`config.mk`:
```
export PLATFORM = sky130hd
export DESIGN_NAME = rti_queue
export DESIGN_NICKNAME = d
export VERILOG_FILES = /design/src/sv/rti_pkg.sv /design/src/sv/rti_queue.sv
export VERILOG_INCLUDE_DIRS = /design/src /design/src/sv
export SDC_FILE = /design/constraint.sdc
export NUM_CORES = 1
export LEC_CHECK = 0
export BUFFER_PORTS_ARGS = -buffer_cell sky130_fd_sc_hd__buf_4
export CAP_MARGIN = 0
export CORE_ASPECT_RATIO = 1.25
export CORE_MARGIN = 10
export CORE_UTILIZATION = 41
export DETAILED_ROUTE_END_ITERATION = 8
export HOLD_SLACK_MARGIN = 0.1
export PLACE_DENSITY = 0.71
export SYNTH_ARGS = -nofsm -noshare
export SYNTH_HDL_FRONTEND = slang
export SYNTH_SLANG_ARGS = --single-unit
```
`constraint.sdc`:
```
create_clock -name clk -period 7.1 [get_ports clk]
set_input_delay 0.71 -clock clk [delete_from_list [all_inputs] [get_ports clk]]
set_output_delay 0.71 -clock clk [all_outputs]
set_load 0.005 [all_outputs]
```
`src/sv/assert_macros.svh`:
```
// ============================================================================
// assert_macros.svh
// Shared concurrent assertion macros for the ray/triangle test block
// ============================================================================
`ifndef ASSERT_MACROS_SVH
`define ASSERT_MACROS_SVH

// condition must never be true at a clock edge outside reset
`define RTI_ASSERT_NEVER(label, expr) \
    label: assert property (@(posedge clk) disable iff (!rst_n) !(expr)) \
        else $error("rti assertion failed");

// consequent must hold in the cycle after the antecedent
`define RTI_ASSERT_NEXT(label, ante, cons) \
    label: assert property (@(posedge clk) disable iff (!rst_n) (ante) |=> (cons)) \
        else $error("rti assertion failed");

`endif

```
`src/sv/rti_pkg.sv`:
```
// ============================================================================
// rti_pkg
// Widths, register codes and shared types of the ray/triangle test block
// ============================================================================
`timescale 1ns / 1ps
`default_nettype none

package rti_pkg;

    // coordinate format
    localparam int CW  = 32;
    localparam int FB  = 16;

    // derived widths of the exact intermediate values
    localparam int EW  = CW + 1;          // edges and s vector
    localparam int SW  = CW + 1;
    localparam int PW  = 2 * CW + 2;      // p = dir x e1
    localparam int QW  = 2 * CW + 3;      // q = s x e0
    localparam int DW  = 3 * CW + 6;      // dot products, det, numerator

    // shared multiplier operand widths
    localparam int MB  = CW + 2;
    localparam int MA  = 2 * MB;
    localparam int MP  = MA + MB;
    localparam int NMUL = 24;

    // distance and divider widths
    localparam int QTW = 32;
    localparam int NW  = DW + QTW + 2;

    // pipeline depths
    localparam int NFS = 14;
    localparam int QD  = 4;
    localparam int QAW = 2;

    // configuration port
    localparam int APB_AW = 6;
    localparam int APB_DW = 64;
    localparam int DMW    = 63;

    localparam logic [2:0] REG_ORIGIN_X = 3'd0;
    localparam logic [2:0] REG_ORIGIN_Y = 3'd1;
    localparam logic [2:0] REG_ORIGIN_Z = 3'd2;
    localparam logic [2:0] REG_DIR_X    = 3'd3;
    localparam logic [2:0] REG_DIR_Y    = 3'd4;
    localparam logic [2:0] REG_DIR_Z    = 3'd5;
    localparam logic [2:0] REG_DET_MIN  = 3'd6;

    localparam logic [DMW-1:0] DET_MIN_RESET = 63'd28147497671;
    localparam logic [CW-1:0]  ONE_Q = {{(CW-FB-1){1'b0}}, 1'b1, {FB{1'b0}}};

    localparam logic [QTW-1:0] DIST_MAX = {1'b0, {(QTW-1){1'b1}}};
    localparam logic [QTW-1:0] DIST_MIN = {1'b1, {(QTW-1){1'b0}}};

    // ray held in configuration
    typedef struct packed {
        logic [2:0][CW-1:0] org;
        logic [2:0][CW-1:0] dir;
        logic [DMW-1:0]     det_min;
    } ray_cfg_t;

    localparam ray_cfg_t CFG_RESET = '{
        org:     '0,
        dir:     {ONE_Q, {CW{1'b0}}, {CW{1'b0}}},
        det_min: DET_MIN_RESET
    };

    // classified item handed from front to back
    typedef struct packed {
        logic              hit;
        logic signed [DW-1:0] num;
        logic signed [DW-1:0] det;
    } q_item_t;

endpackage

`default_nettype wire

```
`src/sv/rti_queue.sv`:
```
// ============================================================================
// rti_queue
// Short item queue between the front and back pipelines
// ============================================================================
`timescale 1ns / 1ps
`default_nettype none
`include "assert_macros.svh"

module rti_queue (
    input  logic             clk,
    input  logic             rst_n,
    input  logic             push,
    input  rti_pkg::q_item_t push_data,
    output logic             full,
    input  logic             pop,
    output rti_pkg::q_item_t pop_data,
    output logic             empty
);
    import rti_pkg::*;

    q_item_t        fifo_mem [QD];
    logic [QAW-1:0] wr_ptr_reg;
    logic [QAW-1:0] wr_ptr_next;
    logic [QAW-1:0] rd_ptr_reg;
    logic [QAW-1:0] rd_ptr_next;
    logic [QAW:0]   count_reg;
    logic [QAW:0]   count_next;

    assign full     = count_reg == (QAW+1)'(QD);
    assign empty    = count_reg == '0;
    assign pop_data = fifo_mem[rd_ptr_reg];

    // pointer and fill count update
    always_comb
    begin
        wr_ptr_next = push ? wr_ptr_reg + 1'b1 : wr_ptr_reg;
        rd_ptr_next = pop  ? rd_ptr_reg + 1'b1 : rd_ptr_reg;
        count_next  = count_reg;
        if (push && !pop)
            count_next = count_reg + 1'b1;
        else if (pop && !push)
            count_next = count_reg - 1'b1;
    end

    always_ff @(posedge clk or negedge rst_n)
    begin
        if (!rst_n)
        begin
            wr_ptr_reg <= '0;
            rd_ptr_reg <= '0;
            count_reg  <= '0;
        end
        else
        begin
            wr_ptr_reg <= wr_ptr_next;
            rd_ptr_reg <= rd_ptr_next;
            count_reg  <= count_next;
        end
    end

    // storage
    always_ff @(posedge clk)
    begin
        if (push)
            fifo_mem[wr_ptr_reg] <= push_data;
    end

    `RTI_ASSERT_NEVER(a_no_push_full, push && full)
    `RTI_ASSERT_NEVER(a_no_pop_empty, pop && empty)
    `RTI_ASSERT_NEXT(a_count_up, push && !pop, count_reg == $past(count_reg) + 1'b1)

endmodule

`default_nettype wire

```
==> impl_metrics.json <==
{
  "insertion_delay_ns": 0.63,
  "endpoint_kind": "output port",
  "setup_viol": 0,
  "yosys_warnings": 0,
  "clock_path_buffers": 3,
  "syn2layout_area_growth_pct": 22.4,
  "hold-path-endpoint": "fifo_mem[2][136]",
  "cts_sinks": 827,
  "synth_top_area_share_pct": 82.2,
  "path_max_fanout": 85,
  "fin_crit_ns": 3.94,
  "synth_cells": 1105,
  "post-route-period-util_pct": 55.5,
  "p_total_mw": 15.1,
  "antenna_found_initial": 8,
  "max_slew_margin_pct": 25.1,
  "fill_cells": 5548,
  "core_area_mm2": 0.0723,
  "htreeDepth": 3,
  "drc_errors": 0,
  "yosys.area.top_type": "edfxtp_1",
  "hold_class": "input pin to flip-flop",
  "worst_hold_slack_ns": 0.277,
  "worstPathArrival_ns": 3.23,
  "num_rows": 110,
  "setup_ws_ns": 3.16,
  "place_ws_ns": 3.69,
  "drive_above_1_share_pct": 46.0,
  "start_kind": "flip-flop",
  "cts_tree": "built",
  "min_from": "push_data[136]",
  "fmax_mhz": 254,
  "grt_setup_unrepaired": "no",
  "utilization_pct": 50.7,
  "final_cells": 2581,
  "io_pins": 416,
  "ir_drop_mv": 0.302,
  "drt_iter0_drc": 824,
  "cts_setup_buffers": 0,
  "power_density_mw_per_mm2": 413,
  "grt_pass1_wl_um": 94200,
  "slew_viol_final": 0,
  "r2r_start": "wr_ptr_reg[0]",
  "cpPeakStageDelay_ns": 1.05,
  "vias_per_cell": 5.16,
  "routedWlPerCell_um": 24.7,
  "place.gp.congestion": 0.723,
  "worstHoldPathCells": 1,
  "dp_hpwl_um": 39200,
  "first_pass_iters": 4,
  "syn_nets": 1320,
  "hold_viol": 0,
  "cts-buffers-inserted": 79,
  "cts_resized": 0,
  "syn_area_mm2": 0.0300,
  "path_class": "flip-flop to output port",
  "reg2reg_depth": 4,
  "finalNetCount": 1784,
  "drv_cap": 0,
  "worst_pin_slew_ns": 1.12,
  "die_w_um": 262,
  "yosysSeqAreaShare_pct": 82.8,
  "ys_ff_latch": 827,
  "cts-root-buf": "clkbuf_16",
  "p_leak_nw": 12.3,
  "holdBufCountCts": 1,
  "final_area_mm2": 0.0367,
  "die_area_mm2": 0.0843,
  "crit_slowest_cell": "dfrtp_4",
  "largest_reg_flops": 820,
  "path_buf_inv": 2,
  "path_delay_family": "flip-flops",
  "ff2ff_setup_slack_ns": 4.24,
  "wl_um": 63600,
  "grt_overflow_total": 0,
  "status": "complete, no violations",
  "crit_path_cell_trace": "buf_12, mux4_2, buf_4",
  "synth.distinct_cells": 18,
  "numPortBuffers": 415,
  "cp_data_required_time_ns": 6.39,
  "initial_core_util_pct": 41.5,
  "fin_skew_ns": 0.0193,
  "grt_pass1_vias": 14300,
  "avgSynthCellArea_um2": 27.1,
  "fin_tns_setup_ns": 0,
  "grt_usage_pct": 15.0,
  "dpl.cell_count": 2439,
  "vias": 13300,
  "r2r-end": "fifo_mem[2][29]",
  "grt_max_degree": 122,
  "synth_area_leaders": "edfxtp_1 (82%), mux4_2 (15%), buf_6 (0.60%)",
  "clk_pin_slew_ns": 0.06,
  "antenna_left": 0,
  "die_h_um": 322,
  "place_area_mm2": 0.0341
}
worst max-delay path by stage:
stage          slack, ns        endpoint          start  cells past startpoint
2_1_floorplan       1.15  fifo_mem[1][0]           push                      1
3_3_place_gp        3.71   pop_data[118]  rd_ptr_reg[0]                      3
3_5_place_dp        3.69   pop_data[118]  rd_ptr_reg[0]                      3
4_1_cts             3.00   pop_data[118]  rd_ptr_reg[0]                      3
5_1_grt             2.84   pop_data[118]  rd_ptr_reg[0]                      3
6_report            3.16   pop_data[118]  rd_ptr_reg[0]                      3
cells by family (layout without fill, tap and decap cells):
group | count (synthesis) | in the layout | share of synthesized area [%]
XOR/XNOR | 6 | 6 | 0.175
buffers and inverters | 50 | 572 | 1.13
other | 0 | 2 | 0
multiplexers | 206 | 206 | 15.5
AO/OA/AOI/OAI | 1 | 1 | 0.0167
AND/OR/NAND/NOR | 9 | 9 | 0.163
adder cells (fa/ha/maj) | 6 | 6 | 0.276
flip-flops | 827 | 827 | 82.8
area by class of cell:
type	count	area [um2]	share of cell area, %
antenna	2	5.00	0.0137
clock buffer	94	2100	5.72
sequential	827	24800	67.7
timing repair buffer	429	3300	9.00
clock inverter	45	414	1.13
tap	952	1190	3.25
multi-input combinational	228	4830	13.2
inverter	4	15.0	0.0410
layout by cell type (no fill, tap or decap), drive strengths merged:
master | synthesis | layout
edfxtp | 820 | 820
clkinv | 0 | 32
clkinvlp | 0 | 3
bufinv | 0 | 7
fa | 1 | 1
mux2 | 1 | 1
nor3 | 1 | 1
nor3b | 1 | 1
buf | 40 | 428
o21ai | 1 | 1
nand2 | 2 | 2
mux4 | 205 | 205
inv | 4 | 7
xnor2 | 2 | 2
clkbuf | 6 | 94
and2 | 4 | 4
dlygate4sd3 | 0 | 1
xor2 | 4 | 4
nor2 | 1 | 1
ha | 5 | 5
diode | 0 | 2
dfrtp | 7 | 7
metal layers:
| layer | vias up | GRT usage, % | routed length [um] |
|---|---|---|---|
| met4 | 12 | 6.63 | 2200 |
| met5 | - | 0 | 74 |
| met3 | 123 | 4.63 | 5140 |
| li1 | 5733 | - | - |
| met2 | 439 | 24.5 | 32500 |
| met1 | 7002 | 18.3 | 23700 |
report_power, final:
part | leakage [nW] | switching [mW] | total (mW) | internal (mW)
registers | 7.61 | 0.291 | 6.68 | 6.39
logic | 3.51 | 2.08 | 4.35 | 2.27
clock network | 1.22 | 1.74 | 4.10 | 2.36
total | 12.3 | 4.11 | 15.1 | 11.0
synth_stat cells:
master      n
mux4_2    205
xnor2_1     2
mux2_2      1
and2_1      4
buf_2      24
xor2_1      4
clkbuf_1    6
fa_1        1
nor3_1      1
dfrtp_1     7
buf_6      16
nor3b_1     1
o21ai_0     1
ha_1        5
nor2_1      1
nand2_1     2
edfxtp_1  820
inv_1       4
Note: power is estimated with default switching activity, not from simulation.
